**config.mk**
```make
export PLATFORM = sky130hd
export DESIGN_NAME = eqbq_lane
export DESIGN_NICKNAME = d
export VERILOG_FILES = /design/src/rtl/eqbq_pkg.sv /design/src/rtl/eqbq_lane.sv
export SDC_FILE = /design/constraint.sdc
export NUM_CORES = 2
export LEC_CHECK = 0
export CAP_MARGIN = 20
export CORE_ASPECT_RATIO = 1.5
export CORE_MARGIN = 2
export CORE_UTILIZATION = 46
export DETAILED_ROUTE_END_ITERATION = 10
export DONT_BUFFER_PORTS = 1
export GPL_TIMING_DRIVEN = 1
export PLACE_DENSITY = 0.6
export SYNTH_ARGS = -nofsm -noshare
export SYNTH_HDL_FRONTEND = slang
export SYNTH_SLANG_ARGS = --single-unit
```
**constraint.sdc**
```tcl
create_clock -name i_clk -period 11.1 [get_ports i_clk]
set_input_delay 1.11 -clock i_clk [delete_from_list [all_inputs] [get_ports i_clk]]
set_output_delay 1.11 -clock i_clk [all_outputs]
set_load 0.01 [all_outputs]
```
**src/rtl/eqbq_pkg.sv**
```systemverilog
// ----------------------------------------------------------------------------
// eqbq_pkg
// Shared types and constants of the stereo biquad cascade equalizer.
// ----------------------------------------------------------------------------
`default_nettype none

package eqbq_pkg;

    localparam int NUM_BANDS_DEF  = 5;
    localparam int FRAC_BITS_DEF  = 24;
    localparam int COEFS_PER_BAND = 5;
    localparam int SAMPLE_W       = 32;
    localparam int CFG_IDX_W      = 1;

    // configuration register indexes
    localparam logic [CFG_IDX_W-1:0] CFG_ENABLED  = 1'b0;
    localparam logic [CFG_IDX_W-1:0] CFG_ALL_FLAT = 1'b1;

    typedef enum logic [1:0] {
        KIND_SAMPLE = 2'd0,
        KIND_COEF   = 2'd1,
        KIND_CLEAR  = 2'd2,
        KIND_NONE   = 2'd3
    } t_kind;

    typedef enum logic [2:0] {
        TERM_B0 = 3'd0,
        TERM_B1 = 3'd1,
        TERM_B2 = 3'd2,
        TERM_A1 = 3'd3,
        TERM_A2 = 3'd4
    } t_term;

    typedef enum logic [1:0] {
        SEQ_IDLE,
        SEQ_MAC,
        SEQ_DONE
    } t_seq_state;

    typedef struct packed {
        t_kind                      kind;
        logic signed [SAMPLE_W-1:0] left_sample;
        logic signed [SAMPLE_W-1:0] right_sample;
        logic        [2:0]          band_index;
        logic        [2:0]          coef_select;
        logic signed [SAMPLE_W-1:0] coef_value;
    } t_in_item;

    typedef struct packed {
        logic signed [SAMPLE_W-1:0] left_out;
        logic signed [SAMPLE_W-1:0] right_out;
    } t_out_item;

    // sequencer to lane control
    typedef struct packed {
        logic  load;
        logic  clear;
        logic  issue;
        t_term term;
        logic  accum;
        logic  first;
        logic  commit;
    } t_lane_ctrl;

endpackage

`default_nettype wire

```
**src/rtl/eqbq_lane.sv**
```systemverilog
// ----------------------------------------------------------------------------
// eqbq_lane
// One channel: biquad history for every band and a shared multiply-accumulate.
// ----------------------------------------------------------------------------
`default_nettype none

module eqbq_lane #(
    parameter int NUM_BANDS = eqbq_pkg::NUM_BANDS_DEF,
    parameter int FRAC_BITS = eqbq_pkg::FRAC_BITS_DEF,
    parameter int BAND_W    = (NUM_BANDS > 1) ? $clog2(NUM_BANDS) : 1
) (
    input  wire logic                                  i_clk,
    input  wire logic                                  i_rst_n,
    input  wire eqbq_pkg::t_lane_ctrl                  i_ctrl,
    input  wire logic [BAND_W-1:0]                     i_band,
    input  wire logic signed [eqbq_pkg::SAMPLE_W-1:0]  i_sample,
    input  wire logic signed [eqbq_pkg::SAMPLE_W-1:0]  i_coef,
    output logic signed [eqbq_pkg::SAMPLE_W-1:0]       o_value
);

    localparam int W = eqbq_pkg::SAMPLE_W;

    logic signed [W-1:0]   r_x1 [NUM_BANDS];
    logic signed [W-1:0]   r_x2 [NUM_BANDS];
    logic signed [W-1:0]   r_y1 [NUM_BANDS];
    logic signed [W-1:0]   r_y2 [NUM_BANDS];
    logic signed [W-1:0]   r_x;
    logic signed [W-1:0]   r_acc;
    logic signed [2*W-1:0] r_prod;
    logic                  r_sub;

    logic signed [W-1:0]   operand;
    logic signed [W-1:0]   term_val;
    logic signed [W-1:0]   acc_base;
    logic signed [W-1:0]   n_acc;

    always_comb begin
        case (i_ctrl.term)
            eqbq_pkg::TERM_B0: operand = r_x;
            eqbq_pkg::TERM_B1: operand = r_x1[i_band];
            eqbq_pkg::TERM_B2: operand = r_x2[i_band];
            eqbq_pkg::TERM_A1: operand = r_y1[i_band];
            eqbq_pkg::TERM_A2: operand = r_y2[i_band];
            default:           operand = r_x;
        endcase
    end

    // floor shift of the product; the low word of the sum is all that survives the wrap
    assign term_val = r_prod[FRAC_BITS+W-1:FRAC_BITS];
    assign acc_base = i_ctrl.first ? '0 : r_acc;
    assign n_acc    = r_sub ? (acc_base - term_val) : (acc_base + term_val);

    always_ff @(posedge i_clk) begin
        if (i_ctrl.issue) begin
            r_prod <= (2*W)'(i_coef) * (2*W)'(operand);
            r_sub  <= (i_ctrl.term == eqbq_pkg::TERM_A1) ||
                      (i_ctrl.term == eqbq_pkg::TERM_A2);
        end
        if (i_ctrl.accum) begin
            r_acc <= n_acc;
        end
        if (i_ctrl.load) begin
            r_x <= i_sample;
        end else if (i_ctrl.commit) begin
            r_x <= n_acc;
        end
    end

    always_ff @(posedge i_clk) begin
        if (!i_rst_n || i_ctrl.clear) begin
            for (int b = 0; b < NUM_BANDS; b++) begin
                r_x1[b] <= '0;
                r_x2[b] <= '0;
                r_y1[b] <= '0;
                r_y2[b] <= '0;
            end
        end else if (i_ctrl.commit) begin
            r_x2[i_band] <= r_x1[i_band];
            r_x1[i_band] <= r_x;
            r_y2[i_band] <= r_y1[i_band];
            r_y1[i_band] <= n_acc;
        end
    end

    assign o_value = r_x;

endmodule

`default_nettype wire

```
==> results.toml <==
[cts]
cts.repair.resized = 0
cts_hold_buf = 0
clock_sinks = 1121
clk_pin_slew_ns = 0.07
post_cts_buffers = 0
htreeDepth = 3
cts_buffer_depth = 3
cts_root_buf = "clkbuf_16"
clk_latency_ns = 0.73
cts_made_buffers = 93
cts_tree = "yes"

[logic_synthesis]
synth_seq_area_share_pct = 41.7
yosys-top-cells-area = "edfxtp_1 42%, fa_1 24%, inv_1 5.0%"
syn_inst = 7081
yosys.area.top_type_share_pct = 41.7
synth_area_um2 = 80600
synth_seq_cells = 1121
ys_warn_count = 0
yosysUniqueCellTypes = 86
avgSynthCellArea_um2 = 11.4
ys_async_sr_fraction_pct = 0
ys.flop_type = "edfxtp_1"
synth_area_leader_cell = "edfxtp_1"
synth_nets = 8345
synth-edff-count = 1121

[route]
via_count = 55242
drc = 0
drt_iter0_drc = 5537
routedWlPerCell_um = 27.9
postRouteAntennaNets = 0
wl_um = 261000
via_per_inst = 5.90
highest_layer = "met4"
dr_wl_met3_um = 20200
dr.pass1.iters = 8
met1Wirelength_um = 92700
dr_wl_met2_um = 133000

[die]
ios = 110
num_rows = 188
die_w_um = 346
die_h_um = 517
dieArea_um2 = 179000
start_util_pct = 46.2
core_area_um2 = 175000

[worst_hold_path]
hold_depth = 0
min_path_type = "primary input to flip-flop"

[final_layout]
layout-area-overhead-vs-synth_pct = 8.76
nets = 8267
final_common_cell = "edfxtp_1"
fillCellCount = 15466
final_cell_mix = "1121 x edfxtp_1, 1082 x inv_1, 983 x fa_1"
drive_gt1_share_pct = 8.15

[critical_path]
crit_family = "adder cells"
critPathMaxStageDelay_ns = 0.62
worst_r2r_path_depth = 34
cp_num_buf_inv = 6
endpoint_kind = "flip-flop"
cp.depth = 34
cpMaxStageDelayCell = "o21ai_2"
critPathMaxFanout = 97
crit_arrival_ns = 11.15
required_ns = 11.54
start_kind = "primary input"
crit_path_frequent_cell = "fa_1"
path_class = "primary input to flip-flop"

[run_status]
status = "finished clean"

[sta]
setup_tns_ns = 0
setup_viol = 0
final.setup.worst_slack_ns = 0.392
finClkSkew_ns = 0.0432
period_needed_ns = 10.71
rsz0062_at_grt = "no"
finalHoldViolCount = 0
final_max_slew_viol_count = 0
fmax_mhz = 93.4
max_slew_margin_pct = 23.2
tightest_slew_ns = 1.15
fin_crit_sh_pct = 96.5

[global_route]
grt_max_degree = 129
grt.overflow.total = 0
grt_pass1_vias = 59171
antenna_found_initial = 9
grt_pass1_wl_um = 387000
grtUsageTotal_pct = 29.4

[job]
maxCapViolations = 0

[place]
gp_congestion = 0.971
port_buffers = 0
hpwlAfterDp_um = 175000
post-place-ws_ns = -0.167
-- registers in the layout (all words and copies together) (netlist names) --
signal / cells
r_prod: 32
r_x1: 256
o_value: 32
r_y1: 256
r_sub: 1
r_acc: 32
r_x2: 256
r_y2: 256
-- cells in the mapped netlist (46+ instances only) --
cell type / n
a221oi_1: 116
buf_2: 53
nor2_1: 621
ha_1: 203
o21ai_0: 84
inv_1: 1082
clkbuf_1: 349
a21oi_1: 163
nor2b_1: 70
xnor2_1: 81
and3_1: 168
a22o_1: 72
and2_1: 377
nand2_1: 710
a21o_1: 51
edfxtp_1: 1121
fa_1: 983
a22oi_1: 203
buf_1: 46
mux2i_1: 76
-- path summary, 6_finish.rpt --
kind                            slack [ns]                 start              endpoint
worst min register to register        0.69  o_value[7]$_DFFE_PP_  r_x1[7][7]$_DFFE_PP_
worst max register to register        0.82  r_y1[6][7]$_DFFE_PP_  r_prod[55]$_DFFE_PP_
worst max-delay path                  0.39             i_band[0]  r_prod[55]$_DFFE_PP_
worst min-delay path                  0.51             i_ctrl[2]   r_acc[25]$_DFFE_PP_
-- worst reg2reg max path, delay by kind of cell (launching register included) --
family / cells / cell delay, ns
mux: 1 / 0.27
compound gates: 11 / 2.93
simple gates: 6 / 1.23
xor+xnor: 1 / 0.14
fa+ha+maj: 9 / 4.12
buf+inv: 6 / 0.94
flops: 1 / 0.37
-- cells by family (layout without fill, tap and decap cells) --
group | Yosys count | count (layout) | share of synthesized area (%)
adder cells (fa/ha/maj) | 1186 | 1186 | 27.6
flip-flops | 1121 | 1121 | 41.7
other | 0 | 4 | 0
AO/OA/AOI/OAI | 881 | 881 | 8.00
AND/OR/NAND/NOR | 2100 | 2100 | 12.1
buffers and inverters | 1547 | 1543 | 7.38
XOR/XNOR | 115 | 115 | 1.28
multiplexers | 131 | 131 | 1.91
-- routing by layer --
layer | global-route usage, % | vias up
met3 | 4.45 | 620
met2 | 52.4 | 2693
met1 | 34.5 | 28787
met5 | 0 | -
met4 | 14.9 | 0
li1 | - | 23142
-- area by class of cell --
cell class / instances / area [µm²] / share of cell area, %
antenna: 4 / 10.0 / 0.0114
inverter: 1083 / 4070 / 4.64
tap: 2280 / 2850 / 3.25
timing repair buffer: 291 / 2650 / 3.02
multi-input combinational: 4413 / 41400 / 47.2
clock inverter: 62 / 713 / 0.813
sequential: 1121 / 33700 / 38.4
clock buffer: 107 / 2380 / 2.71
-- stage by stage --
step                hold slack (ns)  utilization [%]  std cells  instance area [µm²]
detailed placement            0.653             48.5       9187                84600
floorplan                     0.554                -       7081                80600
global placement              0.646             48.5       9187                84600
global route                  0.489             50.2       9358                87700
CTS                           0.456             50.2       9356                87700
finish                        0.513             50.2       9361                87700
Power is left out: the tool's default activity adds up to more than one toggle a clock period on the data nets, which glitch-free logic cannot reach.
