--- config.mk ---
export PLATFORM = sky130hd
export DESIGN_NAME = eqbq_coef
export DESIGN_NICKNAME = d
export VERILOG_FILES = /design/src/rtl/eqbq_pkg.sv /design/src/rtl/eqbq_coef.sv
export SDC_FILE = /design/constraint.sdc
export NUM_CORES = 1
export LEC_CHECK = 0
export BUFFER_PORTS_ARGS = -buffer_cell sky130_fd_sc_hd__buf_2
export CAP_MARGIN = 40
export CORE_AREA = 2 2 309 189
export DETAILED_ROUTE_END_ITERATION = 6
export DIE_AREA = 0 0 311 191
export GPL_TIMING_DRIVEN = 0
export PLACE_DENSITY = 0.82
export SLEW_MARGIN = 10
export SYNTH_ARGS = -nofsm -noshare
export SYNTH_HDL_FRONTEND = slang
export SYNTH_SLANG_ARGS = --single-unit
--- constraint.sdc ---
create_clock -name i_clk -period 5.99 [get_ports i_clk]
set_input_delay 0.8985 -clock i_clk [delete_from_list [all_inputs] [get_ports i_clk]]
set_output_delay 0.8985 -clock i_clk [all_outputs]
set_load 0.03 [all_outputs]
--- src/rtl/eqbq_pkg.sv ---
// ----------------------------------------------------------------------------
// eqbq_pkg
// Shared types and constants of the stereo biquad cascade equalizer.
// ----------------------------------------------------------------------------
`default_nettype none

package eqbq_pkg;

    localparam int NUM_BANDS_DEF  = 5;
    localparam int FRAC_BITS_DEF  = 24;
    localparam int COEFS_PER_BAND = 5;
    localparam int SAMPLE_W       = 32;
    localparam int CFG_IDX_W      = 1;

    // configuration register indexes
    localparam logic [CFG_IDX_W-1:0] CFG_ENABLED  = 1'b0;
    localparam logic [CFG_IDX_W-1:0] CFG_ALL_FLAT = 1'b1;

    typedef enum logic [1:0] {
        KIND_SAMPLE = 2'd0,
        KIND_COEF   = 2'd1,
        KIND_CLEAR  = 2'd2,
        KIND_NONE   = 2'd3
    } t_kind;

    typedef enum logic [2:0] {
        TERM_B0 = 3'd0,
        TERM_B1 = 3'd1,
        TERM_B2 = 3'd2,
        TERM_A1 = 3'd3,
        TERM_A2 = 3'd4
    } t_term;

    typedef enum logic [1:0] {
        SEQ_IDLE,
        SEQ_MAC,
        SEQ_DONE
    } t_seq_state;

    typedef struct packed {
        t_kind                      kind;
        logic signed [SAMPLE_W-1:0] left_sample;
        logic signed [SAMPLE_W-1:0] right_sample;
        logic        [2:0]          band_index;
        logic        [2:0]          coef_select;
        logic signed [SAMPLE_W-1:0] coef_value;
    } t_in_item;

    typedef struct packed {
        logic signed [SAMPLE_W-1:0] left_out;
        logic signed [SAMPLE_W-1:0] right_out;
    } t_out_item;

    // sequencer to lane control
    typedef struct packed {
        logic  load;
        logic  clear;
        logic  issue;
        t_term term;
        logic  accum;
        logic  first;
        logic  commit;
    } t_lane_ctrl;

endpackage

`default_nettype wire

--- src/rtl/eqbq_coef.sv ---
// ----------------------------------------------------------------------------
// eqbq_coef
// Coefficient store: five Q-format words per band, one write and one read port.
// ----------------------------------------------------------------------------
`default_nettype none

module eqbq_coef #(
    parameter int NUM_BANDS = eqbq_pkg::NUM_BANDS_DEF,
    parameter int BAND_W    = (NUM_BANDS > 1) ? $clog2(NUM_BANDS) : 1
) (
    input  wire logic                                  i_clk,
    input  wire logic                                  i_wr_en,
    input  wire logic [BAND_W-1:0]                     i_wr_band,
    input  wire eqbq_pkg::t_term                       i_wr_term,
    input  wire logic signed [eqbq_pkg::SAMPLE_W-1:0]  i_wr_data,
    input  wire logic [BAND_W-1:0]                     i_rd_band,
    input  wire eqbq_pkg::t_term                       i_rd_term,
    output logic signed [eqbq_pkg::SAMPLE_W-1:0]       o_rd_data
);

    logic signed [eqbq_pkg::SAMPLE_W-1:0]
        r_coef [NUM_BANDS][eqbq_pkg::COEFS_PER_BAND];

    always_ff @(posedge i_clk) begin
        if (i_wr_en) begin
            r_coef[i_wr_band][i_wr_term] <= i_wr_data;
        end
    end

    assign o_rd_data = r_coef[i_rd_band][i_rd_term];

endmodule

`default_nettype wire

==> results.json, run 1 <==
{
  "fmax_mhz": 214,
  "fin_crit_ps": 4670,
  "grt_usage_pct": 26.6,
  "grt_overflow_total": 0,
  "synth_area_um2": 30800,
  "synth_most_common_cell": "edfxtp_1",
  "slowest_stage": "nor3b_1",
  "powerDensity_nw_per_um2": 316,
  "netlist_instances": 1473,
  "clk_pin_slew_ps": 70,
  "whs_endpoint": "r_coef[4][80]",
  "fin_crit_sh_pct": 78.0,
  "grt_antenna_before_repair": 3,
  "die-height_um": 191,
  "nFillCells": 3707,
  "synth_ff_type": "edfxtp_1",
  "tightest_slew_ps": 968,
  "rsz0062_at_grt": "false",
  "synthMuxAreaShare_pct": 15.2,
  "cpMostUsedCell": "buf_2",
  "finalHoldViolCount": 0,
  "synthesis.nets": 1519,
  "crit_type": "input port to output port",
  "drive_gt1_share_pct": 26.1,
  "finalSetupTns_ps": 0,
  "crit_buf_inv": 4,
  "outcome": "finished clean",
  "synth_top_family_by_area": "multiplexers",
  "drtIter0Drc": 2843,
  "holdBufCountCts": 0,
  "leakage_nw": 11.5,
  "drt-total-wl_um": 78200,
  "synthToLayoutAreaGrowth_pct": 14.7,
  "cp_max_fo": 10,
  "synthXorXnorAreaFrac_pct": 0,
  "instances_no_fill": 2482,
  "hp-class": "input port to flip-flop",
  "dr.pass1.iters": 7,
  "die_x_um": 311,
  "crit_family": "buffers and inverters",
  "synth-simple-area-share_pct": 1.53,
  "nets": 1701,
  "vias_per_cell": 6.54,
  "synth_compound_area_share_pct": 3.79,
  "htreeDepth": 3,
  "syn_avg_cell_area_um2": 20.9,
  "grt_pass1_vias": 16200,
  "drv_slew": 0,
  "hold_ws_ps": 749,
  "hp-start": "i_wr_data[16]",
  "largest_register_ffs": 800,
  "port_buffers": 74,
  "yosys.area.top_type_share_pct": 77.9,
  "initial_utilization_pct": 54.4,
  "grt_max_degree": 26,
  "cp-end-kind": "output port",
  "crit_start": "i_rd_term[1]",
  "crit_required_ps": 5090,
  "start_kind": "input port",
  "post_cts_buffers": 0,
  "synth-seq-cells": 800,
  "power_mw": 11.2,
  "yosysSeqAreaShare_pct": 77.9,
  "synth_edf_count": 800,
  "synthArstFlopShare_pct": 0,
  "cts_tree": "done",
  "cts_made_buffers": 67,
  "drtAntennaViolNets": 0,
  "vias": 16200,
  "cts_resized": 0,
  "arrival_ps": 3780,
  "synthAdderAreaFrac_pct": 0,
  "path_cells": "buf_2 -> nor3b_1 -> buf_2 -> buf_1 -> nand2_1 -> o211ai_1 -> buf_2",
  "relSlewSlack_pct": 35.3,
  "route.detailed.drc": 0,
  "wire_per_inst_um": 31.5,
  "slowest_delay_ps": 710,
  "gp_congestion": 0.814,
  "top_regs": "r_coef: 800 flops",
  "ir_drop_mv": 0.196,
  "synth_area_leaders": "edfxtp_1, mux4_2, mux2i_1, mux2_2, a21oi_1",
  "core-area_um2": 56700,
  "holdPathStages": 1,
  "cts_buffer_depth": 3,
  "synth_cell_types": 37,
  "max_cap_viol_count": 0,
  "post-route-util_pct": 62.5,
  "placed_cells": 2353,
  "rows": 68,
  "ioPinCount": 78,
  "cts_sinks": 800,
  "setup_viol_count_final": 0,
  "die_area_um2": 59400,
  "dp_hpwl_um": 50000,
  "regMostFlops": "r_coef",
  "ys_warn_count": 0,
  "synthTopCellsByCount": "edfxtp_1, mux2i_1, mux4_2, nand2_1, a21oi_1",
  "clock-root-buffer": "clkbuf_16",
  "cp.depth": 7,
  "grt_pass1_wl_um": 112000,
  "synth_top_area_cell": "edfxtp_1"
}
-- logic make-up after synthesis --
family                 count (synthesis)
flip-flops                           800
AO/OA/AOI/OAI                        172
AND/OR/NAND/NOR                      108
buffers and inverters                 90
multiplexers                         303
-- metal layers --
layer,up-vias,GRT usage [%],routed length (um)
met5,-,0,16
met3,143,7.04,10000
li1,6477,-,-
met1,8396,38.6,30500
met2,1224,40.2,35600
met4,4,8.08,2100
-- cells in the final DEF (no fill, tap or decap), types with 4 or more instances in the layout --
master     count
a21oi_1       52
a221o_1        5
a22o_1        28
a22oi_1       34
a31oi_1        5
buf_1          4
buf_12         6
buf_16        24
buf_2        110
buf_4          8
buf_6         15
buf_8          4
bufinv_16      5
clkbuf_1      40
clkbuf_16     70
clkinv_1      12
clkinv_2      10
diode_2        5
edfxtp_1     800
inv_1         11
mux2_2        33
mux2i_1      141
mux4_2       128
nand2_1       53
nor2_1         7
nor2_4        26
nor2b_1        7
o211ai_1      22
o21ai_0       17
-- stage by stage --
step | setup WS, ps | instance area, um^2
floorplan | 2510 | 30800
global placement | 869 | 32200
detailed placement | 1530 | 33200
CTS | 1400 | 35300
global route | 1170 | 35400
finish | 1320 | 35400
-- where the power goes --
group          internal [mW]  leakage [nW]  total (mW)  switching [mW]
Combinational          0.221          3.30       0.641           0.421
Clock                   2.37          1.03        4.33            1.96
Sequential              6.19          7.20        6.20         0.00956
-- area by class of cell --
cell class | instances | area [um^2] | area share (%)
clock buffers | 89 | 1820 | 5.15
well taps | 770 | 963 | 2.72
flip-flops and latches | 800 | 24000 | 67.9
inverters | 11 | 41.3 | 0.117
clock inverters | 32 | 295 | 0.834
repair buffers | 113 | 1270 | 3.58
plain buffers | 79 | 447 | 1.26
multi-input cells | 583 | 6520 | 18.4
diodes | 5 | 12.5 | 0.0354
-- how the worst max path moves through the flow --
stage | end | slack, ps
5_1_grt | o_rd_data[3] | 1170
2_1_floorplan | o_rd_data[12] | 2510
3_3_place_gp | r_coef[2][27] | 870
4_1_cts | o_rd_data[3] | 1400
3_5_place_dp | o_rd_data[3] | 1530
6_report | o_rd_data[3] | 1320
Note: power is estimated with default switching activity, not from simulation.
==> inputs of run 2 (changes only) <==
--- a/config.mk
+++ b/config.mk
@@ -11,7 +11,7 @@
 export DETAILED_ROUTE_END_ITERATION = 6
 export DIE_AREA = 0 0 311 191
 export GPL_TIMING_DRIVEN = 0
-export PLACE_DENSITY = 0.82
+export PLACE_DENSITY = 0.85
 export SLEW_MARGIN = 10
 export SYNTH_ARGS = -nofsm -noshare
 export SYNTH_HDL_FRONTEND = slang
==> constraint.sdc (replaced) <==
create_clock -name i_clk -period 4 [get_ports i_clk]
set_input_delay 0.6 -clock i_clk [delete_from_list [all_inputs] [get_ports i_clk]]
set_output_delay 0.6 -clock i_clk [all_outputs]
set_load 0.03 [all_outputs]
==> run 2 against run 1 <==
Sequential cell count is the same; utilization is 0.13 points lower; non-clock buffer count down 3; power increased by 50%; final cell count shrank 0.36%; sequential power increased by 50%; largest power group unchanged.
==> results.json, run 2 (synthesized netlist as in run 1, its figures left out) <==
{
  "outcome": "finished clean",
  "final_common_cell": "edfxtp_1",
  "wire_per_inst_um": 32.3,
  "powerDensity_nw_per_um2": 475,
  "dp_hpwl_um": 49500,
  "initial_utilization_pct": 54.4,
  "max_cap_viol_count": 0,
  "clk_pin_slew_ps": 70,
  "fin_crit_ps": 3820,
  "core-area_um2": 56700,
  "cts_buffer_depth": 3,
  "p_int_mw": 13.2,
  "cp_max_fo": 10,
  "dr.pass1.iters": 5,
  "clockPowerShare_pct": 38.8,
  "p_sw_share_pct": 21.5,
  "grt_pass1_vias": 16600,
  "vias_per_cell": 6.67,
  "ioPinCount": 78,
  "vias": 16500,
  "setup_viol_count_final": 0,
  "grt_usage_pct": 27.1,
  "clock-root-buffer": "clkbuf_16",
  "cts_tree": "done",
  "largest_register_ffs": 800,
  "grt_antenna_before_repair": 2,
  "route.detailed.drc": 0,
  "fin_crit_sh_pct": 95.4,
  "rsz0062_at_grt": "false",
  "grt_pass1_wl_um": 114000,
  "tightest_slew_ps": 934,
  "grt_overflow_total": 0,
  "arrival_ps": 3220,
  "comb_power_share_pct": 5.8,
  "num_antenna_cells": 0,
  "cp-end-kind": "output port",
  "drtIter0Drc": 2877,
  "power.share.sequential_pct": 55.4,
  "drtAntennaViolNets": 0,
  "regMostFlops": "r_coef",
  "gp_congestion": 0.827,
  "die_x_um": 311,
  "cts_made_buffers": 69,
  "ir_drop_mv": 0.313,
  "relSlewSlack_pct": 37.6,
  "fmax_mhz": 262,
  "nets": 1700,
  "drv_slew": 0,
  "drive_gt1_share_pct": 26.2,
  "mostFrequentLayoutCells": "edfxtp_1, mux2i_1, mux4_2",
  "power_switching_mw": 3.61,
  "top_regs": "r_coef: 800 flops",
  "crit_required_ps": 3400,
  "hp-class": "input port to flip-flop",
  "placed_cells": 2351,
  "synthToLayoutAreaGrowth_pct": 14.5,
  "leakage_nw": 11.5,
  "rows": 68,
  "start_kind": "input port",
  "drt-total-wl_um": 79900,
  "die_area_um2": 59400,
  "finalHoldViolCount": 0,
  "die-height_um": 191,
  "crit_type": "input port to output port",
  "grt_max_degree": 26,
  "instances_no_fill": 2473,
  "port_buffers": 74,
  "crit_start": "i_rd_term[2]",
  "htreeDepth": 3,
  "cts_sinks": 800,
  "crit_end": "o_rd_data[9]",
  "finalSetupTns_ps": 0,
  "holdBufCountCts": 0
}
run 2: changes by cell type in the layout (fill, tap and decap cells not counted), moves of 2 or more:
| cell | previous run | this run |
|---|---|---|
| diode_2 | 5 | 0 |
| inv_6 | 0 | 3 |
| buf_16 | 24 | 16 |
| buf_12 | 6 | 15 |
| buf_6 | 15 | 12 |
| clkinv_1 | 12 | 17 |
| clkbuf_1 | 40 | 31 |
| clkinv_4 | 3 | 1 |
| clkbuf_16 | 70 | 72 |
run 2: how the worst min path moves through the flow:
stage                              from        endpoint  slack (ps)  cells after the start
after floorplan            i_wr_data[0]    r_coef[0][0]         700                      0
after global placement    i_wr_data[28]   r_coef[4][92]        1030                      1
after detailed placement  i_wr_data[16]  r_coef[1][112]        1050                      1
after CTS                 i_wr_data[16]   r_coef[4][80]         420                      1
after global routing      i_wr_data[16]   r_coef[0][16]         450                      1
final                     i_wr_data[11]   r_coef[1][75]         450                      1
run 2: critical path, stage by stage:
cell,delay [ps]
buf_2,80
clkbuf_1,440
nor2_1,260
nand2_1,260
clkbuf_1,710
a21oi_1,150
a22oi_1,310
o211ai_1,180
buf_2,220
run 2: power groups by stage:
stage	logic (mW)	clock network [mW]	registers [mW]
after CTS	0.948	6.52	9.29
final	0.965	6.51	9.29
after floorplan	0.531	0	9.47
after global placement	0.873	0	9.47
after global routing	1.01	6.81	9.29
after detailed placement	0.936	0	9.47
run 2: cell type report:
| cell class | instances | area (um^2) |
|---|---|---|
| Buffer | 79 | 447 |
| Inverter | 11 | 41.3 |
| Timing Repair Buffer | 110 | 1180 |
| Clock buffer | 82 | 1840 |
| Fill cell | 3677 | 21300 |
| Multi-Input combinational cell | 583 | 6530 |
| Sequential cell | 800 | 24000 |
| Clock inverter | 38 | 300 |
| Tap cell | 770 | 963 |
run 2: metal layers:
| metal | global-route usage [%] | share of wire, % | up-vias |
|---|---|---|---|
| met5 | 0 | 0.025 | - |
| met4 | 10.3 | 3.6 | 4 |
| met3 | 7.67 | 13 | 215 |
| met2 | 41.6 | 46 | 1390 |
| met1 | 37.6 | 37 | 8433 |
| li1 | - | - | 6460 |
run 2: per-stage QoR:
stage | hold slack [ps] | power, mW | setup WS (ps) | cell area, um^2 | utilization, %
4_1_cts | 422 | 16.8 | 78.7 | 35300 | 62.2
3_3_place_gp | 1030 | 10.3 | -894 | 32200 | 56.8
3_5_place_dp | 1050 | 10.4 | 158 | 33100 | 58.5
2_1_floorplan | 699 | 10.0 | 1090 | 30800 | -
5_1_grt | 446 | 17.1 | 1.58 | 35300 | 62.3
6_report | 448 | 16.8 | 184 | 35300 | 62.3
run 2: what timing repair did:
action,4_1_cts,5_1_grt
setup endpoints to repair,0,2
gates resized for setup,0,1
setup buffers,0,0
