File: config.mk
export PLATFORM = sky130hd
export DESIGN_NAME = eqbq_seq
export DESIGN_NICKNAME = d
export VERILOG_FILES = /design/src/rtl/eqbq_pkg.sv /design/src/rtl/eqbq_seq.sv
export SDC_FILE = /design/constraint.sdc
export NUM_CORES = 1
export LEC_CHECK = 0
export BUFFER_PORTS_ARGS = -buffer_cell sky130_fd_sc_hd__buf_2
export CAP_MARGIN = 10
export CORE_AREA = 5 5 42 44
export DETAILED_ROUTE_END_ITERATION = 7
export DIE_AREA = 0 0 47 49
export GPL_ROUTABILITY_DRIVEN = 0
export HOLD_SLACK_MARGIN = 0.05
export PLACE_DENSITY = 0.65
export RECOVER_POWER = 50
export SLEW_MARGIN = 5
export SYNTH_ARGS = -nofsm -noshare
export SYNTH_HDL_FRONTEND = slang
export SYNTH_SLANG_ARGS = --single-unit
File: constraint.sdc
create_clock -name i_clk -period 2 [get_ports i_clk]
set_clock_uncertainty 0.05 [all_clocks]
set_input_delay 0.6 -clock i_clk [delete_from_list [all_inputs] [get_ports i_clk]]
set_output_delay 0.6 -clock i_clk [all_outputs]
set_load 0.02 [all_outputs]
File: src/rtl/eqbq_pkg.sv
// ----------------------------------------------------------------------------
// eqbq_pkg
// Shared types and constants of the stereo biquad cascade equalizer.
// ----------------------------------------------------------------------------
`default_nettype none

package eqbq_pkg;

    localparam int NUM_BANDS_DEF  = 5;
    localparam int FRAC_BITS_DEF  = 24;
    localparam int COEFS_PER_BAND = 5;
    localparam int SAMPLE_W       = 32;
    localparam int CFG_IDX_W      = 1;

    // configuration register indexes
    localparam logic [CFG_IDX_W-1:0] CFG_ENABLED  = 1'b0;
    localparam logic [CFG_IDX_W-1:0] CFG_ALL_FLAT = 1'b1;

    typedef enum logic [1:0] {
        KIND_SAMPLE = 2'd0,
        KIND_COEF   = 2'd1,
        KIND_CLEAR  = 2'd2,
        KIND_NONE   = 2'd3
    } t_kind;

    typedef enum logic [2:0] {
        TERM_B0 = 3'd0,
        TERM_B1 = 3'd1,
        TERM_B2 = 3'd2,
        TERM_A1 = 3'd3,
        TERM_A2 = 3'd4
    } t_term;

    typedef enum logic [1:0] {
        SEQ_IDLE,
        SEQ_MAC,
        SEQ_DONE
    } t_seq_state;

    typedef struct packed {
        t_kind                      kind;
        logic signed [SAMPLE_W-1:0] left_sample;
        logic signed [SAMPLE_W-1:0] right_sample;
        logic        [2:0]          band_index;
        logic        [2:0]          coef_select;
        logic signed [SAMPLE_W-1:0] coef_value;
    } t_in_item;

    typedef struct packed {
        logic signed [SAMPLE_W-1:0] left_out;
        logic signed [SAMPLE_W-1:0] right_out;
    } t_out_item;

    // sequencer to lane control
    typedef struct packed {
        logic  load;
        logic  clear;
        logic  issue;
        t_term term;
        logic  accum;
        logic  first;
        logic  commit;
    } t_lane_ctrl;

endpackage

`default_nettype wire

File: src/rtl/eqbq_seq.sv
// ----------------------------------------------------------------------------
// eqbq_seq
// Sequencer: steps both lanes through bands and terms and hands off results.
// ----------------------------------------------------------------------------
`default_nettype none

module eqbq_seq #(
    parameter int NUM_BANDS = eqbq_pkg::NUM_BANDS_DEF,
    parameter int BAND_W    = (NUM_BANDS > 1) ? $clog2(NUM_BANDS) : 1
) (
    input  wire logic                  i_clk,
    input  wire logic                  i_rst_n,
    input  wire logic                  i_start,
    input  wire logic                  i_filter,
    input  wire logic                  i_clear,
    input  wire logic                  i_out_free,
    output logic                       o_idle,
    output logic                       o_emit,
    output logic [BAND_W-1:0]          o_band,
    output eqbq_pkg::t_lane_ctrl       o_ctrl
);

    localparam logic [2:0] STEP_DRAIN = 3'(eqbq_pkg::COEFS_PER_BAND);
    localparam logic [BAND_W-1:0] LAST_BAND = BAND_W'(NUM_BANDS - 1);

    eqbq_pkg::t_seq_state r_state, n_state;
    logic [BAND_W-1:0]    r_band, n_band;
    logic [2:0]           r_step, n_step;

    always_ff @(posedge i_clk) begin
        if (!i_rst_n) begin
            r_state <= eqbq_pkg::SEQ_IDLE;
            r_band  <= '0;
            r_step  <= '0;
        end else begin
            r_state <= n_state;
            r_band  <= n_band;
            r_step  <= n_step;
        end
    end

    always_comb begin
        n_state = r_state;
        n_band  = r_band;
        n_step  = r_step;
        o_idle  = 1'b0;
        o_emit  = 1'b0;
        o_ctrl  = '0;
        o_ctrl.term = eqbq_pkg::TERM_B0;
        unique case (r_state)
            eqbq_pkg::SEQ_IDLE: begin
                o_idle       = 1'b1;
                o_ctrl.clear = i_clear;
                o_ctrl.load  = i_start;
                n_band       = '0;
                n_step       = '0;
                if (i_start) begin
                    n_state = i_filter ? eqbq_pkg::SEQ_MAC : eqbq_pkg::SEQ_DONE;
                end
            end
            eqbq_pkg::SEQ_MAC: begin
                // one product issued per step, accumulated one step later
                o_ctrl.issue = (r_step != STEP_DRAIN);
                o_ctrl.term  = (r_step != STEP_DRAIN) ? eqbq_pkg::t_term'(r_step)
                                                      : eqbq_pkg::TERM_B0;
                o_ctrl.accum = (r_step != '0);
                o_ctrl.first = (r_step == 3'd1);
                o_ctrl.commit = (r_step == STEP_DRAIN);
                if (r_step == STEP_DRAIN) begin
                    n_step = '0;
                    if (r_band == LAST_BAND) begin
                        n_state = eqbq_pkg::SEQ_DONE;
                    end else begin
                        n_band = r_band + 1'b1;
                    end
                end else begin
                    n_step = r_step + 1'b1;
                end
            end
            eqbq_pkg::SEQ_DONE: begin
                o_emit = i_out_free;
                if (i_out_free) begin
                    n_state = eqbq_pkg::SEQ_IDLE;
                end
            end
            default: begin
                n_state = eqbq_pkg::SEQ_IDLE;
            end
        endcase
    end

    assign o_band = r_band;

endmodule

`default_nettype wire

==> flow_metrics.py, run 1 <==
metrics = {
    "status": {
        "status": "completed",
    },
    "global_route": {
        "grt_start_max_net_pins": 14,
        "grt_usage_pct": 10.2,
        "grt_overflow": 0,
        "grt_pass1_wl_mm": 1.72,
        "grt_pass1_vias": 440,
        "antenna_found_initial": 0,
    },
    "floorplanning": {
        "core_area_um2": 1400,
        "die_y_um": 49,
        "ioPinCount": 20,
        "fp.dieW_um": 47,
        "rows": 14,
        "die_area_um2": 2300,
        "start_util_pct": 36.5,
    },
    "sta": {
        "period_minus_slack_ns": 1.94,
        "worstMarginPinSlew_ns": 0.251,
        "final_max_slew_viol_count": 0,
        "setup_violations": 0,
        "fmax_ghz": 0.515,
        "finalCritPeriodShare_pct": 97.2,
        "slew_headroom_pct": 83.2,
        "rsz0062_at_grt": "yes",
        "hold_viol_final": 0,
        "setup_tns_ns": 0,
        "hold_slack_ns": 0.475,
    },
    "synth": {
        "synthTopCellsByArea": "dfxtp_1 (31%), o21a_1 (5.9%), and2_1 (4.9%), ha_1 (4.9%), nor2_1 (4.4%)",
        "ys_ff_latch": 8,
        "synth_top_area_share_pct": 31.3,
        "syn_nets": 68,
        "ys_top_cells_by_count": "dfxtp_1 (8), nor2_1 (6), inv_1 (5)",
        "syn_avg_cell_area_um2": 8.53,
        "synthFlopType": "dfxtp_1",
        "syn_inst": 60,
        "yosysMostFrequentCell": "dfxtp_1",
        "ys_warn_count": 0,
        "syn_area_um2": 512,
        "yosysSeqAreaShare_pct": 31.3,
        "synth_largest_area_cell": "dfxtp_1",
        "ys_types": 26,
        "synth-edff-count": 0,
        "synthArstFlopShare_pct": 0,
    },
    "placement": {
        "placed_cells": 93,
        "hpwlAfterDp_um": 837,
        "portBuffers": 19,
    },
    "routing": {
        "wl_mm": 1.13,
        "met2_wirelength_um": 450,
        "antenna_violating_nets_post_route": 0,
        "drt_iter0_drc": 2,
        "drc_errors": 0,
        "wl_met3_um": 104,
        "drt-wirelength-per-cell_um": 11.7,
        "vias": 508,
        "vias_per_cell": 5.29,
        "firstDrtPassIters": 2,
        "top_layer": "met4",
        "met1Wirelength_um": 529,
    },
    "power_and_ir_drop": {
        "ir_drop_uv": 288,
        "fin_total_pwr_uw": 356,
        "powerDensity_nw_per_um2": 548,
        "power_leakage_uw": 0.000334,
    },
    "critical_path": {
        "crit_arrival_ns": 1.29,
        "worst-path-stages": 3,
        "cp_top_family": "simple AND/OR/NAND/NOR gates",
        "path_max_fanout": 13,
        "worstPathRequired_ns": 1.35,
        "r2r_cells": 5,
        "cpPeakStageDelay_ns": 0.39,
        "cp_slowest_cell": "dfxtp_2",
        "endpoint_kind": "output port",
        "crit_buf_inv": 1,
        "worstSetupPathType": "reg2out",
        "setup.worst_path.start_class": "flip-flop",
        "cp_cell_sequence": "nand2b_2, nor2_1, buf_2",
    },
    "cells_and_area": {
        "fin_cells": 96,
        "n_antenna_cell": 0,
        "fillers": 151,
        "layout-drive-gt1-share_pct": 40.0,
        "final_nets": 90,
        "synthToLayoutAreaGrowth_pct": 27.1,
        "final_core_util_pct": 46.4,
    },
    "job": {
        "max_cap_viol_count": 0,
    },
    "cts": {
        "insertion_delay_ns": 0.26,
        "cts-root-buf": "clkbuf_4",
        "htreeDepth": 1,
        "cts.path.max_buffers": 2,
        "cts-buffers-inserted": 3,
        "clkSinkCount": 8,
        "postCtsSetupBuffers": 0,
        "clkTransAtPathRegs_ns": 0.06,
        "cts_tree": "done",
    },
    "hold_path": {
        "min_path_cells": 2,
        "hold_class": "reg2reg",
    },
}
[layout make-up]
cell class              instances  area [um^2]  area share (%)
multi-input cells              45          328            50.4
flip-flops and latches          8          164            25.2
inverters                       5         18.8            2.88
repair buffers                 19         97.6            15.0
well taps                      16         20.0            3.08
clock buffers                   3         22.5            3.46
[timing repair]
action / in CTS / in global routing
gates resized for setup: 5 / 1
endpoints found under the hold margin: 0 / 0
endpoints found under the setup margin: 5 / 2
hold buffers: 0 / 0
[stage by stage]
stage                     worst slack [ns]  area (um^2)
after global placement               0.189          617
after global routing               -0.0285          651
after detailed placement             0.207          617
final                               0.0567          651
after floorplan                      0.209          512
after CTS                           0.0498          648
[sequential cells by signal, summed over array words and instances (netlist names)]
name     count
o_band       3
r_state      2
r_step       3
[logic make-up after synthesis]
family,Yosys count,share of synthesized area (%)
buf+inv,7,5.62
simple gates,26,32.3
fa+ha+maj,2,4.89
flops,8,31.3
compound gates,17,25.9
[routing by layer]
layer,GRT usage [%],up-vias
met2,13.3,19
li1,-,259
met5,0,-
met3,2.58,5
met4,8.29,0
met1,13.5,225
[power breakdown]
group / total, uW / switching [uW] / internal (uW)
Combinational: 53.8 / 30.8 / 23.0
Sequential: 174 / 9.63 / 164
Clock: 129 / 59.9 / 69.0
Total: 356 / 100 / 256
[worst register-to-register path, stage by stage (launching register included)]
cell and delay, ns:
dfxtp_1 0.38, inv_1 0.08, ha_1 0.22, and2_1 0.17, o311a_1 0.29, a41o_1 0.20
[cells in the final DEF, fill, tap and decap left out, drive strengths merged]
cell and count:
buf 19, dfxtp 8, nor2 6, inv 5
and2 5, o21a 4, a21oi 4, nand2 3
clkbuf 3, nor3 2, o21ai 2, o311a 2
a41o 2, ha 2, nand2b 2, nor2b 2
nor4 1, nand3b 1, and3 1, and3b 1
a2111oi 1, or3 1, a32oi 1, o31a 1
nand4b 1
[path summary, 6_finish.rpt]
path                    from   endpoint  slack, ns
hold / removal     r_step[0]  r_step[0]       0.47
setup reg to reg   o_band[0]  o_band[0]       0.52
hold reg to reg    r_step[0]  r_step[0]       0.47
setup / recovery  r_state[1]  o_ctrl[0]       0.06
No activity file was read; power rests on OpenSTA's default activity.
==> run 2, diff against run 1 <==
PLACE_DENSITY = not set   (was 0.65)
PLACE_DENSITY_LB_ADDON = 0.25   (was not set)
==> run 2 against run 1 <==
  * Utilization up 2.3 points
  * Via count rose by 1.2%
  * Global-route usage increased by 1.3 points
  * Sequential power shrank 3%
  * Sequential share of layout area down 1.4 points
  * Maximum frequency down 0.85%
  * Clock power hardly changed
  * Count of clock-buffer cells in the layout did not move
  * Cell area is 5.0% higher
  * Critical path depth stayed put
  * Routed wire length grew 12%
==> flow_metrics.py, run 2 (same netlist as run 1, synthesis figures left out) <==
metrics = {
    "floorplanning": {
        "die_area_um2": 2300,
        "rows": 14,
        "ioPinCount": 20,
        "start_util_pct": 36.5,
        "fp.dieW_um": 47,
        "core_area_um2": 1400,
        "die_y_um": 49,
    },
    "cts": {
        "clkSinkCount": 8,
        "insertion_delay_ns": 0.26,
        "cts-hold-fix-buffers": 0,
        "cts-root-buf": "clkbuf_4",
        "htreeDepth": 1,
        "cts-buffers-inserted": 3,
        "cts.path.max_buffers": 2,
        "cts_tree": "done",
        "postCtsSetupBuffers": 0,
        "clkTransAtPathRegs_ns": 0.06,
    },
    "placement": {
        "hpwlAfterDp_um": 933,
        "placed_cell_area_um2": 639,
        "portBuffers": 19,
    },
    "sta": {
        "setup_violations": 0,
        "final_max_slew_viol_count": 0,
        "rsz0062_at_grt": "yes",
        "period_minus_slack_ns": 1.96,
        "fmax_ghz": 0.510,
        "hold_slack_ns": 0.514,
        "hold_viol_final": 0,
        "finalCritPeriodShare_pct": 98.0,
        "slew_headroom_pct": 82.1,
        "worstMarginPinSlew_ns": 0.268,
    },
    "routing": {
        "firstDrtPassIters": 3,
        "antenna_violating_nets_post_route": 0,
        "drt-wirelength-per-cell_um": 12.8,
        "drc_errors": 0,
        "wl_mm": 1.27,
        "vias_per_cell": 5.19,
        "drt_iter0_drc": 4,
        "vias": 514,
    },
    "critical_path": {
        "crit_arrival_ns": 1.31,
        "rrSetupSlack_ns": 0.51,
        "endpoint_kind": "output port",
        "path_max_fanout": 9,
        "worstSetupPathType": "reg2out",
        "r2r-start": "o_band[0]",
        "setup.worst_path.start_class": "flip-flop",
        "worstPathRequired_ns": 1.35,
        "cp-startpoint": "r_state[1]",
    },
    "cells_and_area": {
        "mostFrequentLayoutCells": "buf_2 (18), dfxtp_1 (6), inv_1 (5), nor2_1 (5)",
        "n_antenna_cell": 0,
        "final_core_util_pct": 48.8,
        "final_nets": 93,
        "fin_area_um2": 683,
        "layout-drive-gt1-share_pct": 42.2,
        "synthToLayoutAreaGrowth_pct": 33.5,
        "final_common_cell": "buf_2",
    },
    "global_route": {
        "antenna_found_initial": 0,
        "grt_usage_pct": 11.6,
        "grt_overflow": 0,
        "grt_pass1_vias": 470,
        "grt_pass1_wl_mm": 1.93,
        "grt_start_max_net_pins": 10,
    },
    "power_and_ir_drop": {
        "powerDensity_nw_per_um2": 531,
        "power_leakage_uw": 0.000350,
        "ir_drop_uv": 296,
    },
    "status": {
        "status": "completed",
    },
    "hold_path": {
        "hold_class": "reg2reg",
        "hp-start": "r_step[2]",
    },
    "job": {
        "max_cap_viol_count": 0,
    },
}
## run 2: cell count changes in the layout (fill, tap and decap cells not counted), sizes merged
cell / delta
buf: +3
## run 2: final cells by class
| cell class | instances | area (um^2) |
|---|---|---|
| Fill cell | 158 | 718 |
| Inverter | 5 | 18.8 |
| Timing Repair Buffer | 22 | 120 |
| Sequential cell | 8 | 163 |
| Multi-Input combinational cell | 45 | 339 |
| Clock buffer | 3 | 22.5 |
| Tap cell | 16 | 20.0 |
## run 2: worst max-delay path, stage by stage (launching register included)
cell and delay (ns):
dfxtp_1 0.38, nand2b_2 0.28, nor4_4 0.20, buf_4 0.19
## run 2: final timing paths
check	to	cells past startpoint
worst max register to register	o_band[0]	5
worst min register to register	r_step[2]	2
worst max-delay path	o_ctrl[1]	3
worst min-delay path	r_step[2]	2
## run 2: metal layers
layer,vias to the layer above,track usage [%],wire length (um)
li1,263,-,-
met1,230,13.0,554
met2,16,17.2,568
met3,5,4.06,103
met4,0,8.29,38
met5,-,0,0
## run 2: repair_timing
action | in CTS | in global routing
resized for setup | 0 | 7
endpoints found under the hold margin | 0 | 0
setup endpoints to repair | 0 | 6
## run 2: per-stage QoR
stage / std cells / power [uW] / TNS, ns / worst slack (ns)
after floorplan: 60 / 211 / 0 / 0.209
after global placement: 96 / 234 / 0 / 0.303
after detailed placement: 96 / 235 / 0 / 0.318
after CTS: 99 / 367 / 0 / 0.0295
after global routing: 99 / 383 / -0.0706 / -0.0426
final: 99 / 363 / 0 / 0.0400
## run 2: report_power, final
part	leakage (uW)	internal, uW	total [uW]	switching (uW)
sequential	0.0000659	163	169	5.90
combinational	0.000270	27.4	65.5	38.1
clock	0.0000138	69.0	128	59.2
